**config.mk**
```make
export PLATFORM = sky130hd
export DESIGN_NAME = gcf_ctrl
export DESIGN_NICKNAME = d
export VERILOG_FILES = /design/src/hw/rtl/gcf_pkg.sv /design/src/hw/rtl/gcf_ctrl.sv
export SDC_FILE = /design/constraint.sdc
export NUM_CORES = 1
export LEC_CHECK = 0
export BUFFER_PORTS_ARGS = -buffer_cell sky130_fd_sc_hd__buf_2
export CAP_MARGIN = 15
export CORE_ASPECT_RATIO = 0.7
export CORE_UTILIZATION = 55
export CTS_CLUSTER_SIZE = 16
export DETAILED_ROUTE_END_ITERATION = 7
export GPL_ROUTABILITY_DRIVEN = 0
export PLACE_DENSITY = 0.8
export SYNTH_ARGS = -nofsm -noshare
export SYNTH_HDL_FRONTEND = slang
export SYNTH_SLANG_ARGS = --single-unit
```
**constraint.sdc**
```tcl
create_clock -name clk -period 7.38 [get_ports clk]
set_input_delay 1.476 -clock clk [delete_from_list [all_inputs] [get_ports clk]]
set_output_delay 1.476 -clock clk [all_outputs]
set_load 0.03 [all_outputs]
```
**src/hw/rtl/gcf_pkg.sv**
```systemverilog
// Shared types, constants and command/status structs for the glyph contour flattener.
package gcf_pkg;

	localparam int CoordW     = 34;
	localparam int NW         = 5;
	localparam int ArcW       = 40;
	localparam int DistW      = 33;
	localparam int CntW       = 7;
	localparam int MaxResults = 64;
	localparam int WW         = 11;
	localparam int AccW       = 48;
	localparam int DivW       = 47;
	localparam int RemW       = 11;
	localparam int SqW        = 64;
	localparam int RadW       = 66;
	localparam int SrRemW     = 37;
	localparam int InW        = 16;
	localparam int OutW       = 32;

	localparam logic [1:0] CFG_SUBSAMPLE = 2'd0;
	localparam logic [1:0] CFG_LINE_SUB  = 2'd1;
	localparam logic [1:0] CFG_SCALE_X   = 2'd2;
	localparam logic [1:0] CFG_SCALE_Y   = 2'd3;

	typedef logic signed [CoordW-1:0] coord_t;

	typedef struct packed {
		coord_t x;
		coord_t y;
	} vec_t;

	typedef enum logic [1:0] {
		PH_WAIT,
		PH_CTL,
		PH_RUN0,
		PH_RUN
	} phase_t;

	typedef enum logic [3:0] {
		ST_IDLE,
		ST_SCALE,
		ST_MAIN,
		ST_LAST,
		ST_LA,
		ST_LB,
		ST_END,
		ST_FLUSH,
		ST_SEG_A,
		ST_EMIT,
		ST_DWAIT,
		ST_PUSH,
		ST_NEXT,
		ST_CWAIT
	} state_t;

	typedef enum logic [3:0] {
		OP_NONE,
		OP_P0,
		OP_P1_ON,
		OP_P1_OFF,
		OP_RUN_ON,
		OP_RUN_MID,
		OP_RUN_CTL,
		OP_LFIX,
		OP_LA_FON,
		OP_LA_MID,
		OP_LB,
		OP_END
	} op_t;

	typedef struct packed {
		logic          in_load;
		logic          scale;
		op_t           op;
		logic          samp_a;
		logic          dist_start;
		logic          calc_start;
		logic [NW-1:0] calc_s;
		logic          push;
		logic          emit_first;
		logic          flush;
	} cmd_t;

	typedef struct packed {
		logic          in_on;
		logic          in_last;
		logic          ctl_pend;
		logic          first_on;
		logic          seg_sub;
		logic [NW-1:0] n;
		logic          dist_done;
		logic          calc_done;
		logic          dist_busy;
		logic          calc_busy;
		logic          hold_valid;
		logic          out_free;
	} status_t;

endpackage

```
**src/hw/rtl/gcf_ctrl.sv**
```systemverilog
// Controller state machine: contour phase tracking and segment/sample sequencing.
module gcf_ctrl (
	input  logic              clk,
	input  logic              arst_n,
	input  logic              in_valid,
	output logic              in_ready,
	input  gcf_pkg::status_t  st,
	output gcf_pkg::cmd_t     cmd
);

	gcf_pkg::state_t state_q, state_d, ret_q, ret_d;
	gcf_pkg::phase_t phase_q, phase_d;
	logic [gcf_pkg::NW-1:0]   s_q, s_d;
	logic [gcf_pkg::CntW-1:0] cnt_q, cnt_d;
	gcf_pkg::state_t after_main;

	always_ff @(posedge clk or negedge arst_n) begin
		if (!arst_n) begin
			state_q <= gcf_pkg::ST_IDLE;
			ret_q   <= gcf_pkg::ST_IDLE;
			phase_q <= gcf_pkg::PH_WAIT;
			s_q     <= '0;
			cnt_q   <= '0;
		end else begin
			state_q <= state_d;
			ret_q   <= ret_d;
			phase_q <= phase_d;
			s_q     <= s_d;
			cnt_q   <= cnt_d;
		end
	end

	always_comb begin
		state_d    = state_q;
		ret_d      = ret_q;
		phase_d    = phase_q;
		s_d        = s_q;
		cnt_d      = cnt_q;
		cmd        = '0;
		cmd.op     = gcf_pkg::OP_NONE;
		in_ready   = 1'b0;
		after_main = st.in_last ? gcf_pkg::ST_LAST : gcf_pkg::ST_FLUSH;
		unique case (state_q)
			gcf_pkg::ST_IDLE: begin
				in_ready = 1'b1;
				if (in_valid) begin
					cmd.in_load = 1'b1;
					cnt_d       = '0;
					state_d     = gcf_pkg::ST_SCALE;
				end
			end
			gcf_pkg::ST_SCALE: begin
				cmd.scale = 1'b1;
				state_d   = gcf_pkg::ST_MAIN;
			end
			gcf_pkg::ST_MAIN: begin
				priority if (phase_q == gcf_pkg::PH_WAIT) begin
					cmd.op  = gcf_pkg::OP_P0;
					phase_d = st.in_on ? gcf_pkg::PH_RUN0 : gcf_pkg::PH_CTL;
					state_d = after_main;
				end else if (phase_q == gcf_pkg::PH_CTL) begin
					cmd.op  = st.in_on ? gcf_pkg::OP_P1_ON : gcf_pkg::OP_P1_OFF;
					phase_d = gcf_pkg::PH_RUN0;
					state_d = after_main;
				end else if (st.in_on) begin
					cmd.op  = gcf_pkg::OP_RUN_ON;
					s_d     = '0;
					ret_d   = after_main;
					state_d = gcf_pkg::ST_SEG_A;
				end else if (st.ctl_pend) begin
					cmd.op  = gcf_pkg::OP_RUN_MID;
					s_d     = '0;
					ret_d   = after_main;
					state_d = gcf_pkg::ST_SEG_A;
				end else begin
					cmd.op  = gcf_pkg::OP_RUN_CTL;
					state_d = after_main;
				end
			end
			gcf_pkg::ST_LAST: begin
				if (phase_q == gcf_pkg::PH_CTL) begin
					cmd.op  = gcf_pkg::OP_LFIX;
					phase_d = gcf_pkg::PH_RUN0;
				end
				state_d = gcf_pkg::ST_LA;
			end
			gcf_pkg::ST_LA: begin
				priority if (st.first_on) begin
					cmd.op  = gcf_pkg::OP_LA_FON;
					s_d     = '0;
					ret_d   = gcf_pkg::ST_END;
					state_d = gcf_pkg::ST_SEG_A;
				end else if (st.ctl_pend) begin
					cmd.op  = gcf_pkg::OP_LA_MID;
					s_d     = '0;
					ret_d   = gcf_pkg::ST_LB;
					state_d = gcf_pkg::ST_SEG_A;
				end else begin
					state_d = gcf_pkg::ST_LB;
				end
			end
			gcf_pkg::ST_LB: begin
				cmd.op  = gcf_pkg::OP_LB;
				s_d     = '0;
				ret_d   = gcf_pkg::ST_END;
				state_d = gcf_pkg::ST_SEG_A;
			end
			gcf_pkg::ST_END: begin
				cmd.op  = gcf_pkg::OP_END;
				phase_d = gcf_pkg::PH_WAIT;
				state_d = gcf_pkg::ST_FLUSH;
			end
			gcf_pkg::ST_FLUSH: begin
				priority if (!st.hold_valid) begin
					state_d = gcf_pkg::ST_IDLE;
				end else if (st.out_free) begin
					cmd.flush = 1'b1;
					state_d   = gcf_pkg::ST_IDLE;
				end else begin
					state_d = gcf_pkg::ST_FLUSH;
				end
			end
			gcf_pkg::ST_SEG_A: begin
				cmd.samp_a = 1'b1;
				state_d    = gcf_pkg::ST_EMIT;
			end
			gcf_pkg::ST_EMIT: begin
				priority if (cnt_q >= gcf_pkg::CntW'(gcf_pkg::MaxResults)) begin
					state_d = gcf_pkg::ST_NEXT;
				end else if (phase_q == gcf_pkg::PH_RUN) begin
					cmd.dist_start = 1'b1;
					state_d        = gcf_pkg::ST_DWAIT;
				end else begin
					state_d = gcf_pkg::ST_PUSH;
				end
			end
			gcf_pkg::ST_DWAIT: begin
				if (st.dist_done) state_d = gcf_pkg::ST_PUSH;
			end
			gcf_pkg::ST_PUSH: begin
				if (!st.hold_valid || st.out_free) begin
					cmd.push       = 1'b1;
					cmd.emit_first = (phase_q != gcf_pkg::PH_RUN);
					phase_d        = gcf_pkg::PH_RUN;
					cnt_d          = cnt_q + gcf_pkg::CntW'(1);
					state_d        = gcf_pkg::ST_NEXT;
				end
			end
			gcf_pkg::ST_NEXT: begin
				if (st.seg_sub && (({1'b0, s_q} + 6'd1) < {1'b0, st.n})) begin
					s_d            = s_q + gcf_pkg::NW'(1);
					cmd.calc_start = 1'b1;
					cmd.calc_s     = s_q + gcf_pkg::NW'(1);
					state_d        = gcf_pkg::ST_CWAIT;
				end else begin
					state_d = ret_q;
				end
			end
			gcf_pkg::ST_CWAIT: begin
				if (st.calc_done) state_d = gcf_pkg::ST_EMIT;
			end
			default: state_d = gcf_pkg::ST_IDLE;
		endcase
	end

endmodule

```
Yosys cells after proc, flatten, opt, wreduce, memory -nomap -nowiden --
Index checks and enable logic that the tools add are counted.
Operators by class: reduce and logical (&&, ||, !) cells 14, mux-type cells 63, add/sub/neg operators 3, eq/ne operators 25, order comparisons 2
Operator list (count):
- 4-bit two-way mux | 21
- 4-bit one-hot mux with 14 select lines | 1
- 5-bit two-way mux | 6
- 4-bit equality test (second input constant) | 6
- 4-bit one-hot mux with 5 select lines | 1
- 5-bit one-hot mux with 4 select lines | 1
- 4-bit by 3-bit equality test with 1-bit output (second input constant) | 4
- 2-bit two-way mux | 8
- 2-bit != test (second input constant) | 8
- 3-bit two-way mux | 5
- 7-bit two-way mux | 2
- 7-bit one-hot mux with 2 select lines | 1
- 1-bit two-way mux | 13
- 6-bit two-way mux | 2
- 4-bit one-hot mux with 3 select lines | 1
- 4-bit by 2-bit equality test with 1-bit output (second input constant) | 2
- 2-bit one-hot mux with 4 select lines | 1
- 4-bit AND reduction | 2
- 4-bit nonzero test | 2
- 7-bit by 1-bit adder with 7-bit output (second input constant) | 1
- 7-bit greater-or-equal comparator (second input constant) | 1
- 5-bit by 1-bit adder with 6-bit output (second input constant) | 1
- 6-bit by 5-bit less-than comparator with 1-bit output | 1
- 3-bit != test (second input constant) | 2
- 14 further kinds | 14
Word-level totals: register bits after elaboration 22, input bits 19, output and inout port bits 18, word-level logic and storage cells 112

Depth between registers and ports, before layout --
word-level depth 6, gate-level depth with buffers 11, mapped depth without buffers 11

Worst setup path after synthesis --
OpenSTA, ideal clock, no wires.
kind input to output, start in st[7] (netlist name), end out cmd[4] (netlist name), path buffers 0, arrival 2.982 ns, cell stages on the path 7, slack 2.922 ns, data required time 5.904 ns, path through inv_1 > ha_1 > a2111o_1 > a31oi_2 > nand2_2 > clkinv_2 > and2_1
RTL lines:
- start, declared | RTL line gcf_ctrl.sv:7 | input gcf_pkg::status_t st,
- end, declared | RTL line gcf_ctrl.sv:8 | output gcf_pkg::cmd_t cmd

==> flow_metrics.py <==
metrics = {
    "status": {
        "status": "complete, but fails checks",
        "violations": "design-rule violations",
    },
    "final_layout": {
        "synthToLayoutAreaGrowth_pct": 11.0,
        "antennaDiodeCount": 0,
        "nets": 274,
        "fillerInstances": 303,
        "drive_gt1_share_pct": 21.5,
    },
    "yosys": {
        "synth-edff-count": 0,
        "synth_common_cells": "nor2_1 (23), dfrtp_1 (21), nand2_1 (17)",
        "yosysTopAreaCell": "dfrtp_1",
        "synthCells": 222,
        "yosys-top-cells-area": "dfrtp_1 (29%), ha_1 (4.8%), nor2_1 (4.8%), nand2_1 (3.5%), a21oi_1 (3.3%)",
        "synth_most_common_cell": "nor2_1",
        "synth_seq_area_share_pct": 29.0,
        "ys.warnings.count": 0,
        "synth_area_per_cell_um2": 8.15,
        "synthArstFlopShare_pct": 100,
        "yosys_most_used_dff": "dfrtp_1",
        "synth.top_cell.area_share_pct": 29.0,
        "synth_seq_cells": 21,
        "synth_nets": 248,
        "synth_cell_types": 57,
        "synth_area_um2": 1810,
    },
    "setup_path": {
        "cp.depth": 9,
        "crit_type": "input pin to output port",
        "path_max_fanout": 7,
        "path_cells": "buf_2 -> inv_1 -> ha_1 -> a2111o_1 -> a31oi_2 -> nand2_2 -> clkinv_2 -> and2_1 -> buf_2",
        "critPathArrivalTime_ns": 3.20,
        "r2r_cells": 7,
        "crit_required_ns": 5.90,
        "path_buf_inv": 4,
        "critPathTopFamily": "compound AO/OA/AOI/OAI gates",
        "max_stage_delay_ns": 0.40,
        "crit_slowest_cell": "a2111o_1",
        "critPathLaunchType": "input pin",
        "endpoint_kind": "output port",
        "crit_top_cell": "buf_2",
    },
    "detailed_routing": {
        "route.detailed.drc": 6,
        "ant_nets": 0,
        "wire_per_inst_um": 14.5,
        "totalWireLength_um": 4130,
        "drt_iter0_markers": 171,
        "vias": 1683,
        "avgViaCountPerCell": 5.91,
        "first_pass_iters": 6,
    },
    "pwr": {
        "ir_drop_mv": 0.154,
        "leakage_uw": 0.000986,
        "power.density_nw_per_um2": 351,
    },
    "global_routing": {
        "grt_pass1_vias": 1461,
        "grt_pass1_wl_um": 7170,
        "grtUsageTotal_pct": 26.0,
        "grt_start_max_net_pins": 32,
        "antenna_found_initial": 0,
        "grt_overflow": 0,
    },
    "sta": {
        "postLayoutSetupSlackWorst_ns": 2.71,
        "tightest_slew_ns": 0.855,
        "slew_headroom_pct": 43.0,
        "hold_viol_final": 0,
        "final.min_clock_period_ns": 4.67,
        "rsz0062_at_grt": "no",
        "fin_setup_tns_ns": 0,
        "setup_viol": 0,
        "finalCritPeriodShare_pct": 63.3,
        "fmaxAchievable_ghz": 0.214,
        "slew_viol_final": 0,
        "fin_skew_ns": 0.00234,
    },
    "cts": {
        "clock-sinks": 21,
        "post_cts.repair.setup_buffers": 0,
        "cts_tree": "built",
        "postCtsResizedCells": 0,
        "clk_pin_slew_ns": 0.08,
        "htreeDepth": 1,
        "insertion_delay_ns": 0.27,
        "hold_buffers": 0,
        "cts_buffer_depth": 2,
        "cts_made_buffers": 3,
        "cts_root_buf": "clkbuf_8",
    },
    "run": {
        "cap_violations": 0,
    },
    "floorplan": {
        "ios": 37,
        "die_area_um2": 3530,
        "rows": 17,
        "core_area_um2": 3150,
        "initial_core_util_pct": 57.5,
        "die_h_um": 50.0,
        "die_x_um": 70.6,
    },
    "placement": {
        "portBuffers": 34,
        "dp_hpwl_um": 3060,
        "pre_cts_slack_ns": 2.74,
    },
    "min_path": {
        "hold_path_depth": 1,
        "hp-class": "flip-flop to flip-flop",
    },
}
==> state kept, by name, indices dropped and copies added, names as in the netlist <==
name     count
s_q          5
ret_q        3
state_q      4
cnt_q        7
phase_q      2
==> power breakdown <==
part,leakage [µW],total (µW),internal (µW),switching (µW)
clock network,0.0000255,78.5,37.8,40.7
registers,0.000273,218,148,69.7
logic,0.000688,409,163,246
total,0.000986,705,349,356
==> path summary, 6_finish.rpt <==
path,from,endpoint,slack (ns)
worst max-delay path,st[7],cmd[6],2.71
worst min-delay path,ret_q[0],ret_q[0],0.50
worst max register to register,s_q[0],s_q[0],4.96
worst min register to register,ret_q[0],ret_q[0],0.50
max in group asynchronous,arst_n,state_q[3],5.91
min in group asynchronous,arst_n,phase_q[1],1.15
==> stage by stage <==
| stage | total power, µW | util, % | hold slack (ns) | cells | area, µm² |
|---|---|---|---|---|---|
| floorplan | 544 | - | 0.459 | 222 | 1810 |
| CTS | 699 | 63.8 | 0.501 | 285 | 2010 |
| finish | 705 | 63.8 | 0.498 | 285 | 2010 |
| global placement | 612 | 62.3 | 0.483 | 281 | 1960 |
| detailed placement | 621 | 62.3 | 0.484 | 281 | 1960 |
| global route | 763 | 63.8 | 0.532 | 285 | 2010 |
==> cell usage in the layout (no fill, tap or decap), types with 5 or more instances in the layout <==
master / instances
buf_2: 34
nor4_1: 5
nand2_1: 17
a21oi_1: 12
dfrtp_1: 21
and2_1: 7
nor3_1: 7
nor2b_1: 9
inv_1: 8
nand3_1: 7
ha_1: 7
o21ai_0: 11
nor2_1: 23
a21o_1: 6
xor2_1: 6
nand2b_1: 8
==> worst register-to-register path, cell delays in order (launching register included) <==
cell and delay, ns:
dfrtp_1 0.44, ha_1 0.29, xor2_1 0.19, ha_1 0.21, a2111o_1 0.38, a31oi_2 0.32, o21bai_1 0.20, mux2_2 0.29
==> logic make-up after synthesis <==
| group | after synthesis | share of synthesized area (%) |
|---|---|---|
| multiplexers | 4 | 2.42 |
| AO/OA/AOI/OAI | 55 | 20.9 |
| AND/OR/NAND/NOR | 103 | 32.6 |
| flip-flops | 21 | 29.0 |
| buffers and inverters | 24 | 6.36 |
| adder cells (fa/ha/maj) | 7 | 4.84 |
| XOR/XNOR | 8 | 3.87 |
==> routing by layer <==
| layer | GRT usage [%] | share of wire, % | wire [µm] | vias up |
|---|---|---|---|---|
| met4 | 6.33 | 0.97 | 40 | 0 |
| met5 | 0 | 0 | 0 | - |
| met2 | 35.1 | 41 | 1710 | 43 |
| li1 | - | - | - | 848 |
| met1 | 41.1 | 52 | 2160 | 788 |
| met3 | 5.52 | 5.2 | 215 | 4 |
==> cell type report <==
type                       instances  area [µm²]  area share (%)
sequential                        21         526            26.2
clock inverter                     1        5.00           0.249
timing repair buffer              36         185            9.22
clock buffer                       3        41.3            2.06
multi-input combinational        177        1170            58.2
inverter                           9        35.0            1.74
tap                               38        47.5            2.37
Note: power is estimated with default switching activity, not from simulation.
